## src/sv/rme_pkg.sv

```systemverilog
// shared types and constants for the rsa modular exponentiation block
`timescale 1ns / 1ps

package rme_pkg;

  localparam int DEF_OPERAND_WIDTH = 32;
  localparam int DATA_WIDTH        = 32;
  localparam int PIXEL_WIDTH       = 16;
  localparam int ADDR_WIDTH        = 4;

  localparam logic [DATA_WIDTH-1:0] RESET_MODULUS          = 32'd2654651759;
  localparam logic [DATA_WIDTH-1:0] RESET_PUBLIC_EXPONENT  = 32'd7;
  localparam logic [DATA_WIDTH-1:0] RESET_PRIVATE_EXPONENT = 32'd758442487;

  typedef enum logic [1:0] {
    REG_MODULUS          = 2'd0,
    REG_PUBLIC_EXPONENT  = 2'd1,
    REG_PRIVATE_EXPONENT = 2'd2
  } cfg_reg_e;

  typedef enum logic {
    OP_ENCRYPT = 1'b0,
    OP_DECRYPT = 1'b1
  } op_e;

  typedef enum logic [3:0] {
    DP_IDLE,
    DP_LOAD,
    DP_RED_STEP,
    DP_BASE,
    DP_SQ_INIT,
    DP_MU_INIT,
    DP_MUL_STEP,
    DP_MUL_DONE,
    DP_NEXT_BIT,
    DP_EMIT
  } dp_cmd_e;

  typedef enum logic [3:0] {
    ST_IDLE,
    ST_CHECK,
    ST_RED,
    ST_BASE,
    ST_SQ_INIT,
    ST_SQ,
    ST_SQ_DONE,
    ST_MU_INIT,
    ST_MU,
    ST_MU_DONE,
    ST_NEXT,
    ST_FINISH
  } state_e;

  typedef struct packed {
    logic m_small;
    logic e_msb;
    logic out_busy;
  } dp_status_t;

endpackage

```

## src/sv/rme_ifs.sv

```systemverilog
// valid/ready channel interfaces for items and results
`timescale 1ns / 1ps

interface rme_in_if;
  logic                         valid;
  logic                         ready;
  logic                         operation;
  logic [rme_pkg::DATA_WIDTH-1:0] value;

  modport source (output valid, operation, value, input ready);
  modport sink   (input valid, operation, value, output ready);
endinterface

interface rme_out_if;
  logic                         valid;
  logic                         ready;
  logic [rme_pkg::DATA_WIDTH-1:0] result;

  modport source (output valid, result, input ready);
  modport sink   (input valid, result, output ready);
endinterface

```

## src/sv/rsa_modular_exponentiation.sv

```systemverilog
// top level: configuration registers, controller and datapath
`timescale 1ns / 1ps

// Computes value^e mod n for one item at a time, with e the public exponent on
// encrypt (only the low 16 bits of value used) and the private exponent on
// decrypt (only the low 16 bits of the result kept); a modulus below 2 gives 0.
// All work runs on one shared modular multiply unit that retires one multiplier
// bit per cycle; a modulus below 2 goes straight to the output register without
// the multiply passes. A result that still waits in the output register holds off
// the next one for as long as it waits. The next item can be taken in the cycle
// after the result is parked in the output register. Configuration is by APB
// writes at byte offsets 0, 4 and 8 (modulus, public and private exponent),
// made while no item is in flight.
module rsa_modular_exponentiation #(
  parameter int OPERAND_WIDTH = rme_pkg::DEF_OPERAND_WIDTH
) (
  input  logic                           clk_i,
  input  logic                           rst_ni,
  input  logic                           psel,
  input  logic                           penable,
  input  logic                           pwrite,
  input  logic [rme_pkg::ADDR_WIDTH-1:0] paddr,
  input  logic [rme_pkg::DATA_WIDTH-1:0] pwdata,
  output logic [rme_pkg::DATA_WIDTH-1:0] prdata,
  output logic                           pready,
  rme_in_if.sink                         in_i,
  rme_out_if.source                      out_o
);

  logic [rme_pkg::DATA_WIDTH-1:0] modulus_q, public_exponent_q, private_exponent_q;
  rme_pkg::cfg_reg_e              reg_idx;
  logic                           cfg_wr;
  rme_pkg::dp_cmd_e               cmd;
  rme_pkg::dp_status_t            status;

  assign reg_idx = rme_pkg::cfg_reg_e'(paddr[3:2]);
  assign cfg_wr  = psel && penable && pwrite;
  assign pready  = 1'b1;

  always_comb begin
    unique case (reg_idx)
      rme_pkg::REG_MODULUS:          prdata = modulus_q;
      rme_pkg::REG_PUBLIC_EXPONENT:  prdata = public_exponent_q;
      rme_pkg::REG_PRIVATE_EXPONENT: prdata = private_exponent_q;
      default:                       prdata = '0;
    endcase
  end

  always_ff @(posedge clk_i or negedge rst_ni) begin
    if (!rst_ni) begin
      modulus_q          <= rme_pkg::RESET_MODULUS;
      public_exponent_q  <= rme_pkg::RESET_PUBLIC_EXPONENT;
      private_exponent_q <= rme_pkg::RESET_PRIVATE_EXPONENT;
    end else if (cfg_wr) begin
      unique case (reg_idx)
        rme_pkg::REG_MODULUS:          modulus_q          <= pwdata;
        rme_pkg::REG_PUBLIC_EXPONENT:  public_exponent_q  <= pwdata;
        rme_pkg::REG_PRIVATE_EXPONENT: private_exponent_q <= pwdata;
        default: begin
        end
      endcase
    end
  end

  rme_ctrl #(
    .OPERAND_WIDTH(OPERAND_WIDTH)
  ) u_ctrl (
    .clk_i      (clk_i),
    .rst_ni     (rst_ni),
    .in_valid_i (in_i.valid),
    .in_ready_o (in_i.ready),
    .status_i   (status),
    .cmd_o      (cmd)
  );

  rme_dp #(
    .OPERAND_WIDTH(OPERAND_WIDTH)
  ) u_dp (
    .clk_i              (clk_i),
    .rst_ni             (rst_ni),
    .cmd_i              (cmd),
    .operation_i        (in_i.operation),
    .value_i            (in_i.value),
    .modulus_i          (modulus_q),
    .public_exponent_i  (public_exponent_q),
    .private_exponent_i (private_exponent_q),
    .status_o           (status),
    .out_o              (out_o)
  );

endmodule

```

## src/sv/rme_dp.sv

```systemverilog
// datapath: base reduction, shift-and-add modular multiply, result register
`timescale 1ns / 1ps

module rme_dp #(
  parameter int OPERAND_WIDTH = rme_pkg::DEF_OPERAND_WIDTH
) (
  input  logic                           clk_i,
  input  logic                           rst_ni,
  input  rme_pkg::dp_cmd_e               cmd_i,
  input  logic                           operation_i,
  input  logic [rme_pkg::DATA_WIDTH-1:0] value_i,
  input  logic [rme_pkg::DATA_WIDTH-1:0] modulus_i,
  input  logic [rme_pkg::DATA_WIDTH-1:0] public_exponent_i,
  input  logic [rme_pkg::DATA_WIDTH-1:0] private_exponent_i,
  output rme_pkg::dp_status_t            status_o,
  rme_out_if.source                      out_o
);

  localparam int W  = OPERAND_WIDTH;
  localparam int DW = rme_pkg::DATA_WIDTH;
  localparam int PW = rme_pkg::PIXEL_WIDTH;

  logic [W-1:0]  m_q, e_q, base_q, res_q, acc_q, sh_q;
  logic [W-1:0]  m_d, e_d, base_d, res_d, acc_d, sh_d;
  logic          dec_q, dec_d;
  logic          out_valid_q, out_valid_d;
  logic [DW-1:0] out_result_q, out_result_d;

  logic [W:0]    dbl, dbl_sub, sum, sum_sub;
  logic [W-1:0]  dbl_r, addend, step_r;
  logic [DW-1:0] v_load, res_full;

  // one step: acc = (2*acc + addend) mod m, both parts below m
  always_comb begin
    dbl     = {acc_q, 1'b0};
    dbl_sub = dbl - {1'b0, m_q};
    dbl_r   = (dbl >= {1'b0, m_q}) ? dbl_sub[W-1:0] : dbl[W-1:0];
    if (!sh_q[W-1]) begin
      addend = '0;
    end else if (cmd_i == rme_pkg::DP_RED_STEP) begin
      addend = W'(1);
    end else begin
      addend = res_q;
    end
    sum     = {1'b0, dbl_r} + {1'b0, addend};
    sum_sub = sum - {1'b0, m_q};
    step_r  = (sum >= {1'b0, m_q}) ? sum_sub[W-1:0] : sum[W-1:0];
  end

  always_comb begin
    v_load = (operation_i == rme_pkg::OP_DECRYPT) ? value_i
                                                  : {{(DW-PW){1'b0}}, value_i[PW-1:0]};
    res_full = DW'(res_q);
    if (status_o.m_small) begin
      out_result_d = '0;
    end else if (dec_q) begin
      out_result_d = {{(DW-PW){1'b0}}, res_full[PW-1:0]};
    end else begin
      out_result_d = res_full;
    end
  end

  always_comb begin
    m_d         = m_q;
    e_d         = e_q;
    base_d      = base_q;
    res_d       = res_q;
    acc_d       = acc_q;
    sh_d        = sh_q;
    dec_d       = dec_q;
    out_valid_d = out_valid_q && !out_o.ready;
    unique case (cmd_i)
      rme_pkg::DP_LOAD: begin
        m_d   = W'(modulus_i);
        e_d   = (operation_i == rme_pkg::OP_DECRYPT) ? W'(private_exponent_i)
                                                     : W'(public_exponent_i);
        dec_d = operation_i;
        sh_d  = W'(v_load);
        acc_d = '0;
        res_d = W'(1);
      end
      rme_pkg::DP_RED_STEP, rme_pkg::DP_MUL_STEP: begin
        acc_d = step_r;
        sh_d  = {sh_q[W-2:0], 1'b0};
      end
      rme_pkg::DP_BASE: begin
        base_d = acc_q;
      end
      rme_pkg::DP_SQ_INIT: begin
        acc_d = '0;
        sh_d  = res_q;
      end
      rme_pkg::DP_MU_INIT: begin
        acc_d = '0;
        sh_d  = base_q;
      end
      rme_pkg::DP_MUL_DONE: begin
        res_d = acc_q;
      end
      rme_pkg::DP_NEXT_BIT: begin
        e_d = {e_q[W-2:0], 1'b0};
      end
      rme_pkg::DP_EMIT: begin
        out_valid_d = 1'b1;
      end
      default: begin
      end
    endcase
  end

  always_ff @(posedge clk_i or negedge rst_ni) begin
    if (!rst_ni) begin
      out_valid_q <= 1'b0;
    end else begin
      out_valid_q <= out_valid_d;
    end
  end

  always_ff @(posedge clk_i) begin
    m_q    <= m_d;
    e_q    <= e_d;
    base_q <= base_d;
    res_q  <= res_d;
    acc_q  <= acc_d;
    sh_q   <= sh_d;
    dec_q  <= dec_d;
    if (cmd_i == rme_pkg::DP_EMIT) begin
      out_result_q <= out_result_d;
    end
  end

  assign status_o.m_small  = (m_q < W'(2));
  assign status_o.e_msb    = e_q[W-1];
  assign status_o.out_busy = out_valid_q && !out_o.ready;

  assign out_o.valid  = out_valid_q;
  assign out_o.result = out_result_q;

  // accumulator and multiplicand stay reduced while a product is formed
  a_mul_reduced: assert property (@(posedge clk_i) disable iff (!rst_ni)
    (cmd_i == rme_pkg::DP_MUL_STEP) |-> (acc_q < m_q) && (res_q < m_q))
    else $error("multiply operand not reduced");

  a_emit_valid: assert property (@(posedge clk_i) disable iff (!rst_ni)
    (cmd_i == rme_pkg::DP_EMIT) |=> out_valid_q)
    else $error("emitted result not presented");

endmodule

```

## src/sv/rme_ctrl.sv

```systemverilog
// controller: sequences reduction, square and multiply passes per exponent bit
`timescale 1ns / 1ps

module rme_ctrl #(
  parameter int OPERAND_WIDTH = rme_pkg::DEF_OPERAND_WIDTH
) (
  input  logic                clk_i,
  input  logic                rst_ni,
  input  logic                in_valid_i,
  output logic                in_ready_o,
  input  rme_pkg::dp_status_t status_i,
  output rme_pkg::dp_cmd_e    cmd_o
);

  localparam int W  = OPERAND_WIDTH;
  localparam int CW = $clog2(W);

  rme_pkg::state_e state_q, state_d;
  logic [CW-1:0]   step_cnt_q, bit_cnt_q;

  always_comb begin
    state_d = state_q;
    unique case (state_q)
      rme_pkg::ST_IDLE:    if (in_valid_i) state_d = rme_pkg::ST_CHECK;
      rme_pkg::ST_CHECK:   state_d = status_i.m_small ? rme_pkg::ST_FINISH : rme_pkg::ST_RED;
      rme_pkg::ST_RED:     if (step_cnt_q == '0) state_d = rme_pkg::ST_BASE;
      rme_pkg::ST_BASE:    state_d = rme_pkg::ST_SQ_INIT;
      rme_pkg::ST_SQ_INIT: state_d = rme_pkg::ST_SQ;
      rme_pkg::ST_SQ:      if (step_cnt_q == '0) state_d = rme_pkg::ST_SQ_DONE;
      rme_pkg::ST_SQ_DONE: state_d = status_i.e_msb ? rme_pkg::ST_MU_INIT : rme_pkg::ST_NEXT;
      rme_pkg::ST_MU_INIT: state_d = rme_pkg::ST_MU;
      rme_pkg::ST_MU:      if (step_cnt_q == '0) state_d = rme_pkg::ST_MU_DONE;
      rme_pkg::ST_MU_DONE: state_d = rme_pkg::ST_NEXT;
      rme_pkg::ST_NEXT:    state_d = (bit_cnt_q == '0) ? rme_pkg::ST_FINISH
                                                       : rme_pkg::ST_SQ_INIT;
      rme_pkg::ST_FINISH:  if (!status_i.out_busy) state_d = rme_pkg::ST_IDLE;
      default:             state_d = rme_pkg::ST_IDLE;
    endcase
  end

  always_comb begin
    cmd_o      = rme_pkg::DP_IDLE;
    in_ready_o = 1'b0;
    unique case (state_q)
      rme_pkg::ST_IDLE: begin
        in_ready_o = 1'b1;
        if (in_valid_i) cmd_o = rme_pkg::DP_LOAD;
      end
      rme_pkg::ST_RED:     cmd_o = rme_pkg::DP_RED_STEP;
      rme_pkg::ST_BASE:    cmd_o = rme_pkg::DP_BASE;
      rme_pkg::ST_SQ_INIT: cmd_o = rme_pkg::DP_SQ_INIT;
      rme_pkg::ST_MU_INIT: cmd_o = rme_pkg::DP_MU_INIT;
      rme_pkg::ST_SQ,
      rme_pkg::ST_MU:      cmd_o = rme_pkg::DP_MUL_STEP;
      rme_pkg::ST_SQ_DONE,
      rme_pkg::ST_MU_DONE: cmd_o = rme_pkg::DP_MUL_DONE;
      rme_pkg::ST_NEXT:    cmd_o = rme_pkg::DP_NEXT_BIT;
      rme_pkg::ST_FINISH:  if (!status_i.out_busy) cmd_o = rme_pkg::DP_EMIT;
      default:             cmd_o = rme_pkg::DP_IDLE;
    endcase
  end

  always_ff @(posedge clk_i or negedge rst_ni) begin
    if (!rst_ni) begin
      state_q    <= rme_pkg::ST_IDLE;
      step_cnt_q <= '0;
      bit_cnt_q  <= '0;
    end else begin
      state_q <= state_d;
      if (state_q == rme_pkg::ST_CHECK || state_q == rme_pkg::ST_SQ_INIT ||
          state_q == rme_pkg::ST_MU_INIT) begin
        step_cnt_q <= CW'(W - 1);
      end else if (state_q == rme_pkg::ST_RED || state_q == rme_pkg::ST_SQ ||
                   state_q == rme_pkg::ST_MU) begin
        step_cnt_q <= step_cnt_q - 1'b1;
      end
      if (state_q == rme_pkg::ST_BASE) begin
        bit_cnt_q <= CW'(W - 1);
      end else if (state_q == rme_pkg::ST_NEXT) begin
        bit_cnt_q <= bit_cnt_q - 1'b1;
      end
    end
  end

  a_accept_check: assert property (@(posedge clk_i) disable iff (!rst_ni)
    (in_valid_i && in_ready_o) |=> (state_q == rme_pkg::ST_CHECK))
    else $error("accepted item not sequenced");

  a_red_to_base: assert property (@(posedge clk_i) disable iff (!rst_ni)
    (state_q == rme_pkg::ST_RED && step_cnt_q == '0) |=> (state_q == rme_pkg::ST_BASE))
    else $error("reduction pass length wrong");

  a_finish_hold: assert property (@(posedge clk_i) disable iff (!rst_ni)
    (state_q == rme_pkg::ST_FINISH && status_i.out_busy) |=> (state_q == rme_pkg::ST_FINISH))
    else $error("result dropped while output busy");

endmodule

```

## src/flat_wrapper.sv

```systemverilog
// flat-port wrapper written by rule: the top's interface ports become plain ports
module rsa_modular_exponentiation_flat 
#(
  parameter int OPERAND_WIDTH = rme_pkg::DEF_OPERAND_WIDTH
)
  (clk_i, rst_ni, psel, penable, pwrite, paddr, pwdata, prdata, pready, in_i_valid, in_i_operation, in_i_value, in_i_ready, out_o_valid, out_o_result, out_o_ready);
  rme_in_if in_i_i ();
  rme_out_if out_o_i ();
  input  logic clk_i;
  input  logic rst_ni;
  input  logic psel;
  input  logic penable;
  input  logic pwrite;
  input  logic [rme_pkg::ADDR_WIDTH-1:0] paddr;
  input  logic [rme_pkg::DATA_WIDTH-1:0] pwdata;
  output logic [rme_pkg::DATA_WIDTH-1:0] prdata;
  output logic pready;
  input wire logic [$bits(in_i_i.valid)-1:0] in_i_valid;
  input wire logic [$bits(in_i_i.operation)-1:0] in_i_operation;
  input wire logic [$bits(in_i_i.value)-1:0] in_i_value;
  output wire logic [$bits(in_i_i.ready)-1:0] in_i_ready;
  output wire logic [$bits(out_o_i.valid)-1:0] out_o_valid;
  output wire logic [$bits(out_o_i.result)-1:0] out_o_result;
  input wire logic [$bits(out_o_i.ready)-1:0] out_o_ready;
  assign in_i_i.valid = in_i_valid;
  assign in_i_i.operation = in_i_operation;
  assign in_i_i.value = in_i_value;
  assign in_i_ready = in_i_i.ready;
  assign out_o_valid = out_o_i.valid;
  assign out_o_result = out_o_i.result;
  assign out_o_i.ready = out_o_ready;
  rsa_modular_exponentiation #(.OPERAND_WIDTH(OPERAND_WIDTH)) u_core (.clk_i(clk_i), .rst_ni(rst_ni), .psel(psel), .penable(penable), .pwrite(pwrite), .paddr(paddr), .pwdata(pwdata), .prdata(prdata), .pready(pready), .in_i(in_i_i), .out_o(out_o_i));
endmodule
```

## config.mk

```make
export PLATFORM = sky130hd
export DESIGN_NAME = rsa_modular_exponentiation_flat
export DESIGN_NICKNAME = d
export VERILOG_FILES = /design/src/sv/rme_pkg.sv /design/src/sv/rme_ifs.sv /design/src/sv/rsa_modular_exponentiation.sv /design/src/sv/rme_dp.sv /design/src/sv/rme_ctrl.sv /design/src/flat_wrapper.sv
export SDC_FILE = /design/constraint.sdc
export NUM_CORES = 1
export LEC_CHECK = 0
export BUFFER_PORTS_ARGS = -buffer_cell sky130_fd_sc_hd__buf_4
export CAP_MARGIN = 20
export CORE_UTILIZATION = 40
export DETAILED_ROUTE_END_ITERATION = 16
export PLACE_DENSITY = 0.56
export SYNTH_ARGS = -nofsm -noshare
export SYNTH_HDL_FRONTEND = slang
export SYNTH_HIERARCHICAL = 1
export SYNTH_SLANG_ARGS = --single-unit
```

## constraint.sdc

```tcl
create_clock -name clk_i -period 7.6 [get_ports clk_i]
set_input_delay 0.38 -clock clk_i [delete_from_list [all_inputs] [get_ports clk_i]]
set_output_delay 0.38 -clock clk_i [all_outputs]
set_load 0.1 [all_outputs]
```

==> key figures <==
Yosys
  • Mapped Avg Cell Area: between 10 and 15 um^2
  • Yosys cell types: 88
  • Yosys reg bits: ~340
  • Top post-synthesis cells by area: edfxtp_1 (34%), dfrtp_1 (8.7%), ha_1 (6.1%)
  • Post-synth top area share: between 30% and 40%
  • Fraction of registers with async set/reset: 33.0%
  • Ys flop type: edfxtp_1
  • Post-synthesis cell area: between 0.02 and 0.025 mm^2
  • Syn Nets: 2008
  • Synth Instances: 1831
  • Register area share after synthesis: 47.8%
  • Leading area contributor after synthesis: edfxtp_1
  • Yosys warning count: 6
  • Post-synth EDFFs: between 200 and 250

Floorplanning
  • Ports: 143
  • CORE AREA: approximately 0.049 mm^2
  • Die area: approximately 0.05 mm^2
  • Die height: 226 um
  • Initial Utilization: ~41%
  • Die Wd: approximately 230 um
  • Rows: 81

Place
  • # placed instances: 2707
  • DP Area: about 0.023 mm^2
  • Port Buffers: approximately 140
  • Post-DP HPWL: about 39000 um
  • Dpl ws: ~0.022 ns
  • Placer congestion estimate: 0.913

Drt
  • Detailed Routing Iterations Pass 1: 7
  • Post-DR vias/cell: ~5.3
  • Via count: about 15000
  • Initial DRC count: 970
  • Final wirelength: 51700 um
  • Wirelength per Cell: 18.6 um
  • ANT nets after route: 0
  • Number of remaining DRC errors: 0

Timing
  • Highest Clock Rate: 0.139 GHz
  • Fin crit share: a little over nine tenths
  • Fin. Hold Viols: 0
  • Final Critical Period: 7.19 ns
  • RSZ-0062 raised after global routing: false
  • Rel. slew slack: about a third
  • Setup_tns: 0 ns
  • Clock skew: 0.0249 ns
  • Slew Viols, Final: 0
  • Setup WS post-layout: approximately 0.4 ns
  • Worst-Margin Slew: roughly 1.0 ns
  • Finish-stage setup viols: 0

Setup path
  • CP arrival: 7.50 ns
  • CP Data Required Time: 7.91 ns
  • Reg2Reg Depth: 33
  • Startpoint types: register
  • Crit. End Element: register
  • WS Path Type: reg -> reg
  • RR Startpoint: u_core/u_dp/m_q[22]$_DFFE_PP_
  • CP Max Fanout: 6
  • Worst path max stage delay: roughly 0.44 ns
  • CP max-delay cell: nor3_1
  • R2r setup slk: slightly above 0.4 ns
  • Worst reg2reg endpoint: u_core/u_dp/acc_q[27]$_SDFFCE_PP0P_

GRT
  • GR Layer Usage met2: 31.6%
  • Met1 Use GR: 29.9%
  • Total GRT Usage: 20.5%
  • Global-route wire length before repair: 82000 um
  • Global routing's busiest layer: met2
  • Met3 Use GR: ~2.7%
  • Largest net degree at the start of global routing: 76
  • Vias in the first global route: ~15000
  • Initial antenna violation count: 0
  • Gr ovfl total: 0

Clock network
  • Num CTS Buffers: 39
  • Maximum root-to-sink buffer count: 3
  • TritonCTS clock tree: yes
  • Clock Latency Late Sink: ~0.56 ns
  • Root buf cell: clkbuf_16
  • Sink Count: 336
  • Clock transition at path regs: roughly 0.060 ns
  • H-tree depth: 2

Min path
  • Hold WC Path Type: in -> reg
  • Worst Hold Endpoint: u_core/public_exponent_q[23]$_DFFE_PN0P_
  • WHS Path Cells: 2
  • Worst hold start: pwdata[23]

Flow run
  • Max Cap Violations: 0

Run status
  • Status: finished, final reports clean

Cells and area
  • Area Growth Syn to Fin: 20.4%
  • Final std cells w/o fill: roughly 2800
  • Ant. Diodes: 0
  • Share of layout cells above drive strength 1: a little over a quarter
  • Finished layout cell area: 0.0241 mm^2
  • Post-layout net count: 2265
worst max path at each step:
stage	startpoint	endpoint	slack [ns]	cells past startpoint
floorplan	u_core/u_dp/m_q[1]$_DFFE_PP_	u_core/u_dp/acc_q[10]$_SDFFCE_PP0P_	0.53	32
global placement	u_core/u_dp/m_q[1]$_DFFE_PP_	u_core/u_dp/acc_q[31]$_SDFFCE_PP0P_	0.16	32
detailed placement	u_core/u_dp/m_q[1]$_DFFE_PP_	u_core/u_dp/acc_q[31]$_SDFFCE_PP0P_	0.02	31
CTS	u_core/u_dp/m_q[1]$_DFFE_PP_	u_core/u_dp/acc_q[5]$_SDFFCE_PP0P_	0.02	31
global route	u_core/u_dp/m_q[6]$_DFFE_PP_	u_core/u_dp/acc_q[2]$_SDFFCE_PP0P_	0.01	31
finish	u_core/u_dp/m_q[22]$_DFFE_PP_	u_core/u_dp/acc_q[27]$_SDFFCE_PP0P_	0.41	33
sequential cells by signal, indices dropped and copies added, names as in the netlist, 4 cells and up:
signal / cells
u_core/u_dp/e_q: 32
u_core/u_dp/base_q: 32
u_core/u_dp/m_q: 32
u_core/u_dp/sh_q: 32
u_core/u_ctrl/state_q: 4
u_core/modulus_q: 32
u_core/public_exponent_q: 32
u_core/u_ctrl/step_cnt_q: 5
u_core/u_dp/out_o.result: 32
u_core/u_ctrl/bit_cnt_q: 5
u_core/u_dp/res_full: 32
u_core/u_dp/acc_q: 32
u_core/private_exponent_q: 32
cells in the mapped netlist, types with 14 or more instances:
cell type / instances
and2_1: 86
nor2b_1: 32
mux2_4: 31
nand2b_1: 14
nor2_1: 92
xnor2_1: 59
dfrtp_1: 70
clkbuf_1: 58
inv_1: 65
ha_1: 98
nor3_1: 25
buf_2: 14
a222oi_1: 32
o21ai_0: 126
edfxtp_1: 225
nand2_1: 176
xor2_1: 31
mux2i_1: 89
a21oi_1: 100
nor4_1: 16
nand3_1: 28
a21o_1: 31
a31oi_1: 14
mux2_2: 93
dfstp_2: 41
through the flow:
stage | util (%) | hold WS [ns]
after floorplan | - | 0.0844
after global placement | 46.4 | 0.390
after detailed placement | 46.4 | 0.391
after CTS | 48.9 | 0.0338
after global routing | 49.1 | 0.0522
final | 49.1 | 0.0598
cells by family after synthesis:
| logic type | share of synthesized area [%] |
|---|---|
| AND/OR/NAND/NOR | 13.1 |
| AO/OA/AOI/OAI | 13.4 |
| flip-flops | 47.8 |
| multiplexers | 12.1 |
| buffers and inverters | 3.21 |
| adder cells (fa/ha/maj) | 6.42 |
| XOR/XNOR | 3.93 |
| other | 0.0187 |
what timing repair did:
| item | 4_1_cts | 5_1_grt |
|---|---|---|
| endpoints found under the hold margin | 26 | 0 |
| pin swaps | 0 | 6 |
| resized for setup | 1 | 15 |
| buffers inserted | 0 | 3 |
| endpoints found under the setup margin | 1 | 32 |
| hold buffers | 1 | 0 |
metal layers:
layer	vias up	part of all wire, %
li1	7312	-
met1	7072	50
met2	334	43
met3	62	4.2
met4	0	2.2
met5	-	0
cells in the final DEF (no fill, tap or decap), types with 5 or more instances in the layout:
| cell | n |
|---|---|
| a211oi_1 | 13 |
| a21boi_0 | 5 |
| a21o_1 | 31 |
| a21oi_1 | 98 |
| a222oi_1 | 32 |
| a22o_1 | 10 |
| a31oi_1 | 13 |
| and2_1 | 86 |
| and3_1 | 6 |
| buf_4 | 296 |
| clkbuf_1 | 12 |
| clkbuf_16 | 40 |
| clkinv_1 | 6 |
| dfrtp_1 | 70 |
| dfstp_2 | 41 |
| edfxtp_1 | 225 |
| ha_1 | 95 |
| inv_1 | 65 |
| mux2_2 | 93 |
| mux2_4 | 31 |
| mux2i_1 | 89 |
| nand2_1 | 176 |
| nand2b_1 | 14 |
| nand3_1 | 28 |
| nand4_1 | 13 |
| nor2_1 | 88 |
| nor2b_1 | 31 |
| nor3_1 | 19 |
| nor3_2 | 6 |
| nor4_1 | 16 |
| o211ai_1 | 13 |
| o21a_1 | 11 |
| o21ai_0 | 125 |
| o21bai_1 | 5 |
| o22ai_1 | 5 |
| o31ai_1 | 5 |
| or2_2 | 10 |
| xnor2_1 | 57 |
| xor2_1 | 31 |
cell type report:
cell class                 instances  area, um^2
multi-input combinational       1345        9950
timing repair buffer             300        2290
fill                            4474       25000
tap                              664         831
sequential                       336        9590
clock inverter                    16         149
inverter                          66         248
clock buffer                      55        1090
worst max-delay path: cells and delay by family (launching register included):
kind / cells / cell delay, ns
buffers and inverters: 5 / 0.64
AOI/OAI and AO/OA: 15 / 2.72
DFF: 1 / 0.39
and+or+nand+nor: 7 / 1.62
xor gates and xnor gates: 2 / 0.31
adders and majority gates: 4 / 1.23
Power is not shown: default switching activity piles up to over one toggle a cycle in this logic, so the estimate is an artifact.
